===== src/wsfd_pkg.sv =====
`timescale 1ns / 1ps
// ----------------------------------------------------------------------------
// wsfd_pkg
// Opcodes, length codes and small helpers shared by the websocket frame
// decoder.
// ----------------------------------------------------------------------------
package wsfd_pkg;

	localparam int unsigned BYTE_W   = 8;
	localparam int unsigned OPCODE_W = 4;
	localparam int unsigned LEN_W    = 64;
	localparam int unsigned KEY_W    = 32;
	localparam int unsigned LCODE_W  = 7;
	localparam int unsigned USER_W   = 8;

	localparam logic [OPCODE_W-1:0] OPC_CONT  = 4'h0;
	localparam logic [OPCODE_W-1:0] OPC_TEXT  = 4'h1;
	localparam logic [OPCODE_W-1:0] OPC_BIN   = 4'h2;
	localparam logic [OPCODE_W-1:0] OPC_CLOSE = 4'h8;
	localparam logic [OPCODE_W-1:0] OPC_PING  = 4'h9;
	localparam logic [OPCODE_W-1:0] OPC_PONG  = 4'hA;

	localparam logic [LCODE_W-1:0] LCODE_EXT16 = 7'd126;
	localparam logic [LCODE_W-1:0] LCODE_EXT64 = 7'd127;

	// Index of the last extended-length or key byte, counted from zero.
	localparam logic [2:0] EXT16_LAST = 3'd1;
	localparam logic [2:0] EXT64_LAST = 3'd7;
	localparam logic [2:0] KEY_LAST   = 3'd3;

	function automatic logic is_data_op(input logic [OPCODE_W-1:0] op);
		return (op == OPC_CONT) || (op == OPC_TEXT) || (op == OPC_BIN);
	endfunction

	function automatic logic is_known_op(input logic [OPCODE_W-1:0] op);
		return is_data_op(op) || (op == OPC_CLOSE) || (op == OPC_PING) ||
			(op == OPC_PONG);
	endfunction

endpackage


===== src/websocket_frame_decoder.sv =====
`timescale 1ns / 1ps
// ----------------------------------------------------------------------------
// websocket_frame_decoder
// Parses received websocket frames byte by byte and streams out unmasked
// payload bytes of data frames, with end-of-message and bad-opcode marks.
// ----------------------------------------------------------------------------
// The decoder takes one received byte per clock cycle while the output is not
// held back by m_tready: each byte is captured in an input register and
// parsed by a single pass of header, length and unmasking logic into an
// output register. A byte is taken while a previous result still waits at
// the output as long as the output register is free or being drained in the
// same cycle. Header bytes produce no result, except a bad-opcode mark for an
// unknown opcode or an end mark for an empty final data frame at the last
// header byte; payload bytes of close, ping, pong and unknown frames produce
// none. The s_tlast chunk marker is accepted with each byte but unused.
module websocket_frame_decoder
	import wsfd_pkg::*;
(
	input  logic              clk,
	input  logic              arst_n,
	input  logic              s_tvalid,
	output logic              s_tready,
	input  logic [BYTE_W-1:0] s_tdata,   // [7:0] rx_byte
	input  logic              s_tlast,   // chunk_last
	output logic              m_tvalid,
	input  logic              m_tready,
	output logic [BYTE_W-1:0] m_tdata,   // [7:0] payload_byte
	output logic [USER_W-1:0] m_tuser,   // [0] has_byte, [4:1] frame_opcode,
	                                     // [5] bad_opcode, [7:6] zero
	output logic              m_tlast    // message_end
);

	typedef enum logic [2:0] {
		PH_B0   = 3'd0,
		PH_B1   = 3'd1,
		PH_EXT  = 3'd2,
		PH_KEY  = 3'd3,
		PH_DATA = 3'd4
	} phase_t;

	// Input stage
	logic              valid_s1;
	logic [BYTE_W-1:0] byte_s1;

	// Parser state
	phase_t              phase_q;
	logic [2:0]          hdr_cnt_q;
	logic                fin_q;
	logic [OPCODE_W-1:0] opcode_q;
	logic                mask_q;
	logic [LCODE_W-1:0]  lcode_q;
	logic [LEN_W-1:0]    remain_q;
	logic [KEY_W-1:0]    key_q;
	logic [1:0]          key_idx_q;

	// Output stage
	logic                valid_s2;
	logic [BYTE_W-1:0]   byte_s2;
	logic                has_s2;
	logic [OPCODE_W-1:0] opcode_s2;
	logic                end_s2;
	logic                bad_s2;

	logic advance;

	// Next-state and result of the byte in the input stage
	phase_t              phase_d;
	logic [2:0]          hdr_cnt_d;
	logic                fin_d;
	logic [OPCODE_W-1:0] opcode_d;
	logic                mask_d;
	logic [LCODE_W-1:0]  lcode_d;
	logic [LEN_W-1:0]    remain_d;
	logic [KEY_W-1:0]    key_d;
	logic [1:0]          key_idx_d;
	logic                res_valid;
	logic [BYTE_W-1:0]   res_byte;
	logic                res_has;
	logic                res_end;
	logic                res_bad;

	assign advance  = valid_s1 && (!valid_s2 || m_tready);
	assign s_tready = !valid_s1 || advance;

	always_comb begin
		logic             hdr_done;
		logic [LEN_W-1:0] ext_len;
		logic [LEN_W-1:0] dec_len;
		logic [2:0]       ext_last;
		logic [BYTE_W-1:0] key_byte;

		phase_d   = phase_q;
		hdr_cnt_d = hdr_cnt_q;
		fin_d     = fin_q;
		opcode_d  = opcode_q;
		mask_d    = mask_q;
		lcode_d   = lcode_q;
		remain_d  = remain_q;
		key_d     = key_q;
		key_idx_d = key_idx_q;
		res_valid = 1'b0;
		res_byte  = '0;
		res_has   = 1'b0;
		res_end   = 1'b0;
		res_bad   = 1'b0;
		hdr_done  = 1'b0;
		ext_len   = {remain_q[LEN_W-BYTE_W-1:0], byte_s1};
		dec_len   = remain_q - {{(LEN_W-1){1'b0}}, (remain_q != '0)};
		ext_last  = (lcode_q == LCODE_EXT16) ? EXT16_LAST : EXT64_LAST;
		key_byte  = '0;

		case (phase_q)
			PH_B1: begin
				mask_d    = byte_s1[7];
				lcode_d   = byte_s1[LCODE_W-1:0];
				key_d     = '0;
				hdr_cnt_d = '0;
				if (byte_s1[LCODE_W-1:0] == LCODE_EXT16 ||
					byte_s1[LCODE_W-1:0] == LCODE_EXT64) begin
					remain_d = '0;
					phase_d  = PH_EXT;
				end else begin
					remain_d = {{(LEN_W-LCODE_W){1'b0}}, byte_s1[LCODE_W-1:0]};
					if (byte_s1[7]) begin
						phase_d = PH_KEY;
					end else begin
						hdr_done = 1'b1;
					end
				end
			end
			PH_EXT: begin
				remain_d  = ext_len;
				hdr_cnt_d = hdr_cnt_q + 3'd1;
				if (hdr_cnt_q == ext_last) begin
					hdr_cnt_d = '0;
					if (mask_q) begin
						phase_d = PH_KEY;
					end else begin
						hdr_done = 1'b1;
					end
				end
			end
			PH_KEY: begin
				key_d     = {key_q[KEY_W-BYTE_W-1:0], byte_s1};
				hdr_cnt_d = hdr_cnt_q + 3'd1;
				if (hdr_cnt_q == KEY_LAST) begin
					hdr_done = 1'b1;
				end
			end
			PH_DATA: begin
				if (mask_q) begin
					case (key_idx_q)
						2'd0:    key_byte = key_q[31:24];
						2'd1:    key_byte = key_q[23:16];
						2'd2:    key_byte = key_q[15:8];
						default: key_byte = key_q[7:0];
					endcase
				end
				key_idx_d = key_idx_q + 2'd1;
				remain_d  = dec_len;
				if (dec_len == '0) begin
					phase_d = PH_B0;
				end
				if (is_data_op(opcode_q)) begin
					res_valid = 1'b1;
					res_byte  = byte_s1 ^ key_byte;
					res_has   = 1'b1;
					res_end   = fin_q && (dec_len == '0);
				end
			end
			default: begin
				fin_d    = byte_s1[7];
				opcode_d = byte_s1[OPCODE_W-1:0];
				phase_d  = PH_B1;
			end
		endcase

		// End of header: remain_d already holds the full payload length.
		if (hdr_done) begin
			key_idx_d = '0;
			hdr_cnt_d = '0;
			phase_d   = (remain_d == '0) ? PH_B0 : PH_DATA;
			if (!is_known_op(opcode_q)) begin
				res_valid = 1'b1;
				res_bad   = 1'b1;
			end else if (is_data_op(opcode_q) && remain_d == '0 && fin_q) begin
				res_valid = 1'b1;
				res_end   = 1'b1;
			end
		end
	end

	always_ff @(posedge clk or negedge arst_n) begin
		if (!arst_n) begin
			valid_s1  <= 1'b0;
			valid_s2  <= 1'b0;
			phase_q   <= PH_B0;
			hdr_cnt_q <= '0;
			fin_q     <= 1'b0;
			opcode_q  <= '0;
			mask_q    <= 1'b0;
			lcode_q   <= '0;
			remain_q  <= '0;
			key_q     <= '0;
			key_idx_q <= '0;
		end else begin
			if (s_tready) begin
				valid_s1 <= s_tvalid;
			end
			if (advance) begin
				phase_q   <= phase_d;
				hdr_cnt_q <= hdr_cnt_d;
				fin_q     <= fin_d;
				opcode_q  <= opcode_d;
				mask_q    <= mask_d;
				lcode_q   <= lcode_d;
				remain_q  <= remain_d;
				key_q     <= key_d;
				key_idx_q <= key_idx_d;
				valid_s2  <= res_valid;
			end else if (m_tready) begin
				valid_s2 <= 1'b0;
			end
		end
	end

	always_ff @(posedge clk) begin
		if (s_tready && s_tvalid) begin
			byte_s1 <= s_tdata;
		end
		if (advance) begin
			byte_s2   <= res_byte;
			has_s2    <= res_has;
			opcode_s2 <= opcode_q;
			end_s2    <= res_end;
			bad_s2    <= res_bad;
		end
	end

	assign m_tvalid = valid_s2;
	assign m_tdata  = byte_s2;
	assign m_tuser  = {2'b00, bad_s2, opcode_s2, has_s2};
	assign m_tlast  = end_s2;

`ifndef ASSERT_OFF
	// A payload phase always has bytes left to take.
	a_data_nonempty: assert property (@(posedge clk) disable iff (!arst_n)
		(phase_q == PH_DATA) |-> (remain_q != '0))
		else $error("payload phase entered with zero bytes remaining");

	// An error result carries neither a byte nor an end mark.
	a_bad_alone: assert property (@(posedge clk) disable iff (!arst_n)
		(valid_s2 && bad_s2) |-> (!has_s2 && !end_s2))
		else $error("bad opcode result carries data or end mark");

	// Payload bytes are only delivered for data frames.
	a_byte_data_op: assert property (@(posedge clk) disable iff (!arst_n)
		(valid_s2 && has_s2) |-> is_data_op(opcode_s2))
		else $error("payload byte delivered for a non-data opcode");

	// The key byte counter stays within the four masking key bytes.
	a_hdr_cnt: assert property (@(posedge clk) disable iff (!arst_n)
		(phase_q == PH_KEY) |-> (hdr_cnt_q <= KEY_LAST))
		else $error("masking key counter out of range");
`endif

endmodule


===== config.mk =====
export PLATFORM = sky130hd
export DESIGN_NAME = websocket_frame_decoder
export DESIGN_NICKNAME = d
export VERILOG_FILES = /design/src/wsfd_pkg.sv /design/src/websocket_frame_decoder.sv
export SDC_FILE = /design/constraint.sdc
export NUM_CORES = 1
export LEC_CHECK = 0
export BUFFER_PORTS_ARGS = -buffer_cell sky130_fd_sc_hd__buf_2
export CAP_MARGIN = 25
export CORE_MARGIN = 4
export CORE_UTILIZATION = 55
export CTS_CLUSTER_SIZE = 20
export DETAILED_ROUTE_END_ITERATION = 16
export PLACE_DENSITY = 0.72
export REMOVE_ABC_BUFFERS = 1
export SETUP_SLACK_MARGIN = 0.1
export SYNTH_ARGS = -nofsm -noshare
export SYNTH_HDL_FRONTEND = slang
export SYNTH_SLANG_ARGS = --single-unit

===== constraint.sdc =====
create_clock -name clk -period 10.9 [get_ports clk]
set_input_delay 2.18 -clock clk [delete_from_list [all_inputs] [get_ports clk]]
set_output_delay 2.18 -clock clk [all_outputs]
set_load 0.01 [all_outputs]

### Yosys cells after proc, flatten, opt, wreduce, memory -nomap -nowiden

Cells that the tools add are included.

* add/subtract/negate cells: 3
* multiply operators: 0
* divide/modulo/power cells: 0
* $lt $le $gt $ge: 0
* equality and inequality tests: 21
* shift operators: 0
* mux-type cells: 39
* bitwise logic cells: 2
* reduce and logical (&&, ||, !) cells: 32

Operator list (number)
* $pmux W64 S3: 1
* $logic_not A64 Y1: 2
* $pmux W32 S2: 1
* $reduce_bool A64 Y1: 1
* $sub A64 B1 Y64: 1
* $mux W3: 10
* $pmux W8 S3: 1
* $eq A7 B7 Y1 const B: 3
* $mux W1: 18
* $mux W8: 2
* $eq A4 B4 Y1 const B: 3
* $pmux W3 S4: 1
* $reduce_and A2 Y1: 6
* $eq A3 B2 Y1 const B: 3
* $ne A3 B3 Y1 const B: 3
* $pmux W3 S3: 1
* $logic_or A1 B1 Y1: 8
* $xor A8 B8 Y8: 1
* $mux W7: 1
* $reduce_and A6 Y1: 1
* $reduce_bool A2 Y1: 3
* $logic_and A1 B1 Y1: 5
* $eq A4 B1 Y1 const B: 1
* $eq A4 B2 Y1 const B: 1
* 17 further kinds: 19

* bits in registers: 142
* bits in latches: 0
* RAM bits: 0
* ROM bits: 0
* output and inout bits: 19
* word-level logic and storage cells: 114
* memories: 0

### Longest topological paths before layout

* depth after elaboration: 11
* depth in mapped cells: 20
* mapped depth without buffers: 17

### Least setup slack after synthesis

No wires, ideal clock.

* kind: input-to-output
* from: input m_tready
* to: output s_tready
* arrival: 2.492 ns
* setup slack: 6.228 ns
* stages on the path: 2
* buffers on the path: 0
* path through: nor2b_1 > nand2_1

* longest elaborated chain between the ends: 3

Ends and longest elaborated chain
* start, declared: line websocket_frame_decoder.sv:26 `input logic m_tready,`
* $logic_or A1 B1 Y1: line websocket_frame_decoder.sv:82 `assign advance = valid_s1 && (!valid_s2 || m_tready);`
* $logic_and A1 B1 Y1: line websocket_frame_decoder.sv:82
* $logic_or A1 B1 Y1: line websocket_frame_decoder.sv:83 `assign s_tready = !valid_s1 || advance;`
* end, declared: line websocket_frame_decoder.sv:22 `output logic s_tready,`

Every way passes these cells.

### Worst setup path after layout

* from: register remain_q[55]
* to: register end_s2, in the netlist m_tlast (data pin)

* longest elaborated chain between the ends: 9
* elaborated cells on any way between the ends: 13
* those cells by class: add/sub (1); mux (6); reduce/logical (6)

Ends and longest elaborated chain
* start, declared: line websocket_frame_decoder.sv:52 `logic [LEN_W-1:0] remain_q;`
* start signal, assigned: line websocket_frame_decoder.sv:217 `remain_q <= remain_d;`
* $reduce_bool A64 Y1: line websocket_frame_decoder.sv:108 `dec_len = remain_q - {{(LEN_W-1){1'b0}}, (remain_q != '0)};`
* $sub A64 B1 Y64: line websocket_frame_decoder.sv:108
* $pmux W64 S3 / $logic_not A64 Y1 (equally long branches): line websocket_frame_decoder.sv:112, websocket_frame_decoder.sv:168
* $logic_not A64 Y1 / $logic_and A1 B1 Y1 (equally long branches): line websocket_frame_decoder.sv:186, websocket_frame_decoder.sv:168
* $logic_and A1 B1 Y1 / $mux W1 (equally long branches): line websocket_frame_decoder.sv:186, websocket_frame_decoder.sv:164
* $logic_and A1 B1 Y1 / $mux W1 (equally long branches): line websocket_frame_decoder.sv:186, websocket_frame_decoder.sv:112
* $mux W1: line websocket_frame_decoder.sv:186 `end else if (is_data_op(opcode_q) && remain_d == '0 && fin_q) begin`
* $mux W1: line websocket_frame_decoder.sv:183 `if (!is_known_op(opcode_q)) begin`
* $mux W1 *: line websocket_frame_decoder.sv:179 `if (hdr_done) begin`
* named net res_end: line websocket_frame_decoder.sv:79 `logic res_end;`
* end signal, assigned: line websocket_frame_decoder.sv:235 `end_s2 <= res_end;`
* end, declared: line websocket_frame_decoder.sv:61 `logic end_s2;`

The timed path passes the listed nets; every way through them passes the cells marked *.
A chain may end at the register's enable or synchronous reset.

==> impl_results.md <==
* Vias per cell at 7.14
* Post-Syn Instances at 1,363
* Fmax at 0.156 GHz
* Area Overhead vs Synth at 6.34%
* Clock Latency Late Sink at 0.44 ns
* Min cycle time layout at 6.40 ns
* Worst slew pin tran at 1.01 ns
* Initial antenna violation count at 1
* Placeable Area at 18,900 um^2
* Worst path arrival time at 6.67 ns
* VDD IR-drop max at 0.000151 V
* Die width at 147 um
* Pin count of the biggest net entering global routing at 79
* Mux cell area share after synthesis at 0.0247
* Initial drt markers at 1,910
* CP Depth at 18
* Clock Root Buffer: clkbuf_16
* Row count at 50
* Hold_buf cts at 0
* Final period util at 0.587
* Status: finished clean
* Gpl congestion at 1.03
* Hold Path Sink: key_q[31]$_DFFE_PN0P_
* Main area contributors after synthesis: dfrtp_1, nand2_1, edfxtp_1, o21ai_0, clkbuf_1
* Slew headroom at 0.325
* Clock tree buffer depth at 2
* Ys flop type: dfrtp_1
* GRT Total Usage at 0.372
* DRC at 0
* Final HPWL DP at 27.9 mm
* CP Max Fanout at 12
* RR Startpoint: remain_q[55]$_DFFE_PN0P_
* Cell class contributing the biggest share of worst-path delay: simple AND/OR/NAND/NOR gates
* Critical Path Max Stage Delay at 0.69 ns
* H-tree Lvls at 4
* I/O Buffers at 28
* R2R Setup Slk at 4.50 ns
* Compound-Gate Fraction of Synth Area at 0.229
* CTS resizes at 0
* Clock sinks at 142
* Yosys cell types at 83
* Final setup fails at 0
* Register-to-Register Path Depth at 18
* Total wire length at 41.2 mm
* #FFs+latches synth at 142
* XOR/XNOR Fraction of Synth Area at 0.0288
* Die extent in y at 147 um
* Worst-path clk slew at 0.07 ns
* RSZ-0062 raised after global routing: false
* Crit path cell chain: nor4_1 > nand2_1 > nor3_1 > and4_1 > nand4_1 > ha_1 > ha_1 > nor3b_1 > buf_4 > and3_1 > nor4bb_1 > a22o_1 > a31oi_1 > nor4b_1 > nand4b_1 > nor3_1 > nand4_1 > a21oi_1
* Clock skew at 0.0213 ns
* Design Area, Final at 11,300 um^2
* Aggregate global routing overflow at 0
* Final TNS setup at 0 ns
* Final Slew Violations at 0
* Warnings, synthesis at 0
* Fillers at 1,739
* Number of synthesized flops with an enable pin at 23
* Top-area cell type share of the netlist area at 0.280
* Total clock buffers created by CTS at 17
* Most common cell after layout, fill and taps aside: nand2_1
* Antenna Violating Nets Remaining at 0
* TritonCTS clock tree: done
* Mapped Area at 10,600 um^2
* Mean Syn Cell Area at 7.80 um^2
* Share of layout cells above drive strength 1 at 0.103
* Crit Path Class: reg -> reg
* Wire per inst at 26.4 um
* Bufs and invs on worst path at 1
* Crit start category: flip-flop
* Lkg Pwr at 0.00428 uW
* Simple-gate portion of the synthesized area at 0.296
* Worst Setup End Kind: flip-flop
* Reg2reg end: m_tlast$_DFFE_PP_
* DP Area at 10,700 um^2
* First-pass GRT wire length at 62.0 mm
* Vias at 11,200
* I/O pin total at 32
* Commonest cells after routing, fill and taps aside: nand2_1, o21ai_0, dfrtp_1, nor2_1, a21oi_1
* Setup Fix Bufs, Post-CTS at 0
* Post-Synth Adder-Cell Area at 0.0141
* Ys async rst share at 0.838
* Hold Startpoint: key_q[31]$_DFFE_PN0P_
* Req. time, crit path at 11.18 ns
* Sequential-to-total area share from yosys stat at 0.345
* Final #Nets at 1,311
* Hold Path Depth at 2
* Largest area contributor in the synthesized netlist: dfrtp_1
* Vias in the first global route at 9,981
* Combinational family with the most area after synthesis: simple AND/OR/NAND/NOR gates
* DRT Pass-1 Iters at 8
* Die ar. at 21,600 um^2
* Min-delay worst type: reg -> reg
* Fin. Hold Viols at 0
* N_diodes at 0
* Starting density of the core at 0.563
* Critical-path top delay cell: nor3_1
* Max Cap Viol at 0
* Cell area power density at 159 nW/um^2
cells in the mapped netlist (14+ instances only):
library cell	instances
nand2b_1	14
nand3_1	32
nor2_1	107
a22oi_1	15
buf_1	21
clkbuf_1	113
xor2_1	17
edfxtp_1	23
dfrtp_1	119
a22o_1	18
nor4_1	47
or4_1	14
nor3_1	56
inv_1	18
a31oi_1	16
nand2_1	213
mux2_2	18
or3_1	14
nand4_1	36
o21ai_0	121
xnor2_1	18
a21oi_1	61
kinds of logic (layout without fill, tap and decap cells):
logic type | after synthesis | after routing
and+or+nand+nor | 615 | 615
AOI/OAI and AO/OA | 368 | 368
buffers and inverters | 165 | 104
DFF | 142 | 142
xor gates and xnor gates | 35 | 35
muxes | 24 | 24
adders and majority gates | 13 | 13
other | 1 | 2
power by group:
part	leakage (uW)	total, uW	switching [uW]	internal (uW)
sequential	0.00180	742	156	586
combinational	0.00218	461	292	169
clock	0.000293	597	267	330
worst max-delay path by stage:
stage | slack, ns | startpoint | to
global route | 4.44 | remain_q[4]$_DFFE_PN0P_ | m_tlast$_DFFE_PP_
detailed placement | 4.91 | remain_q[4]$_DFFE_PN0P_ | m_tlast$_DFFE_PP_
global placement | 4.94 | remain_q[4]$_DFFE_PN0P_ | m_tlast$_DFFE_PP_
floorplan | 5.10 | m_tready | key_q[0]$_DFFE_PN0P_
CTS | 4.86 | remain_q[55]$_DFFE_PN0P_ | m_tlast$_DFFE_PP_
finish | 4.50 | remain_q[55]$_DFFE_PN0P_ | m_tlast$_DFFE_PP_
layout make-up:
type / instances / area [um^2] / share of cell area
Clock buffer: 18 / 439 / 0.0388
Timing Repair Buffer: 53 / 328 / 0.0290
Sequential cell: 142 / 3670 / 0.325
Tap cell: 260 / 325 / 0.0288
Clock inverter: 14 / 146 / 0.0129
Inverter: 19 / 71.3 / 0.00630
Multi-Input combinational cell: 1057 / 6330 / 0.559
worst register-to-register path, stage by stage, from the launching register on:
cell and delay (ns):
dfrtp_1 0.52, nor4_1 0.54, nand2_1 0.19, nor3_1 0.69, and4_1 0.31, nand4_1 0.16, ha_1 0.33, ha_1 0.36
nor3b_1 0.22, buf_4 0.23, and3_1 0.25, nor4bb_1 0.20, a22o_1 0.25, a31oi_1 0.23, nor4b_1 0.68, nand4b_1 0.17
nor3_1 0.56, nand4_1 0.22, a21oi_1 0.17
layer usage:
layer	track usage	part of all wire
met3	0.0962	0.13
met2	0.530	0.42
met5	0	0
met1	0.540	0.41
met4	0.149	0.044
through the flow:
| stage | setup slack, ns | cells | utilization | hold WS (ns) | total power, uW |
|---|---|---|---|---|---|
| after CTS | 4.86 | 1562 | 0.598 | 0.487 | 1770 |
| after global routing | 4.44 | 1563 | 0.599 | 0.517 | 1860 |
| final | 4.50 | 1563 | 0.599 | 0.486 | 1800 |
| after global placement | 4.94 | 1530 | 0.567 | 0.464 | 1180 |
| after detailed placement | 4.91 | 1530 | 0.567 | 0.471 | 1180 |
| after floorplan | 5.10 | 1218 | - | 0.441 | 988 |
registers in the layout, summed over array words and instances (netlist names):
register   flops
remain_q      64
key_q         32
byte_s1        8
m_tdata        8
lcode_q        7
opcode_q       4
opcode_s2      4
hdr_cnt_q      3
phase_q        3
key_idx_q      2
bad_s2         1
fin_q          1
has_s2         1
m_tlast        1
m_tvalid       1
mask_q         1
valid_s1       1
(Power assumes the default switching activity.)
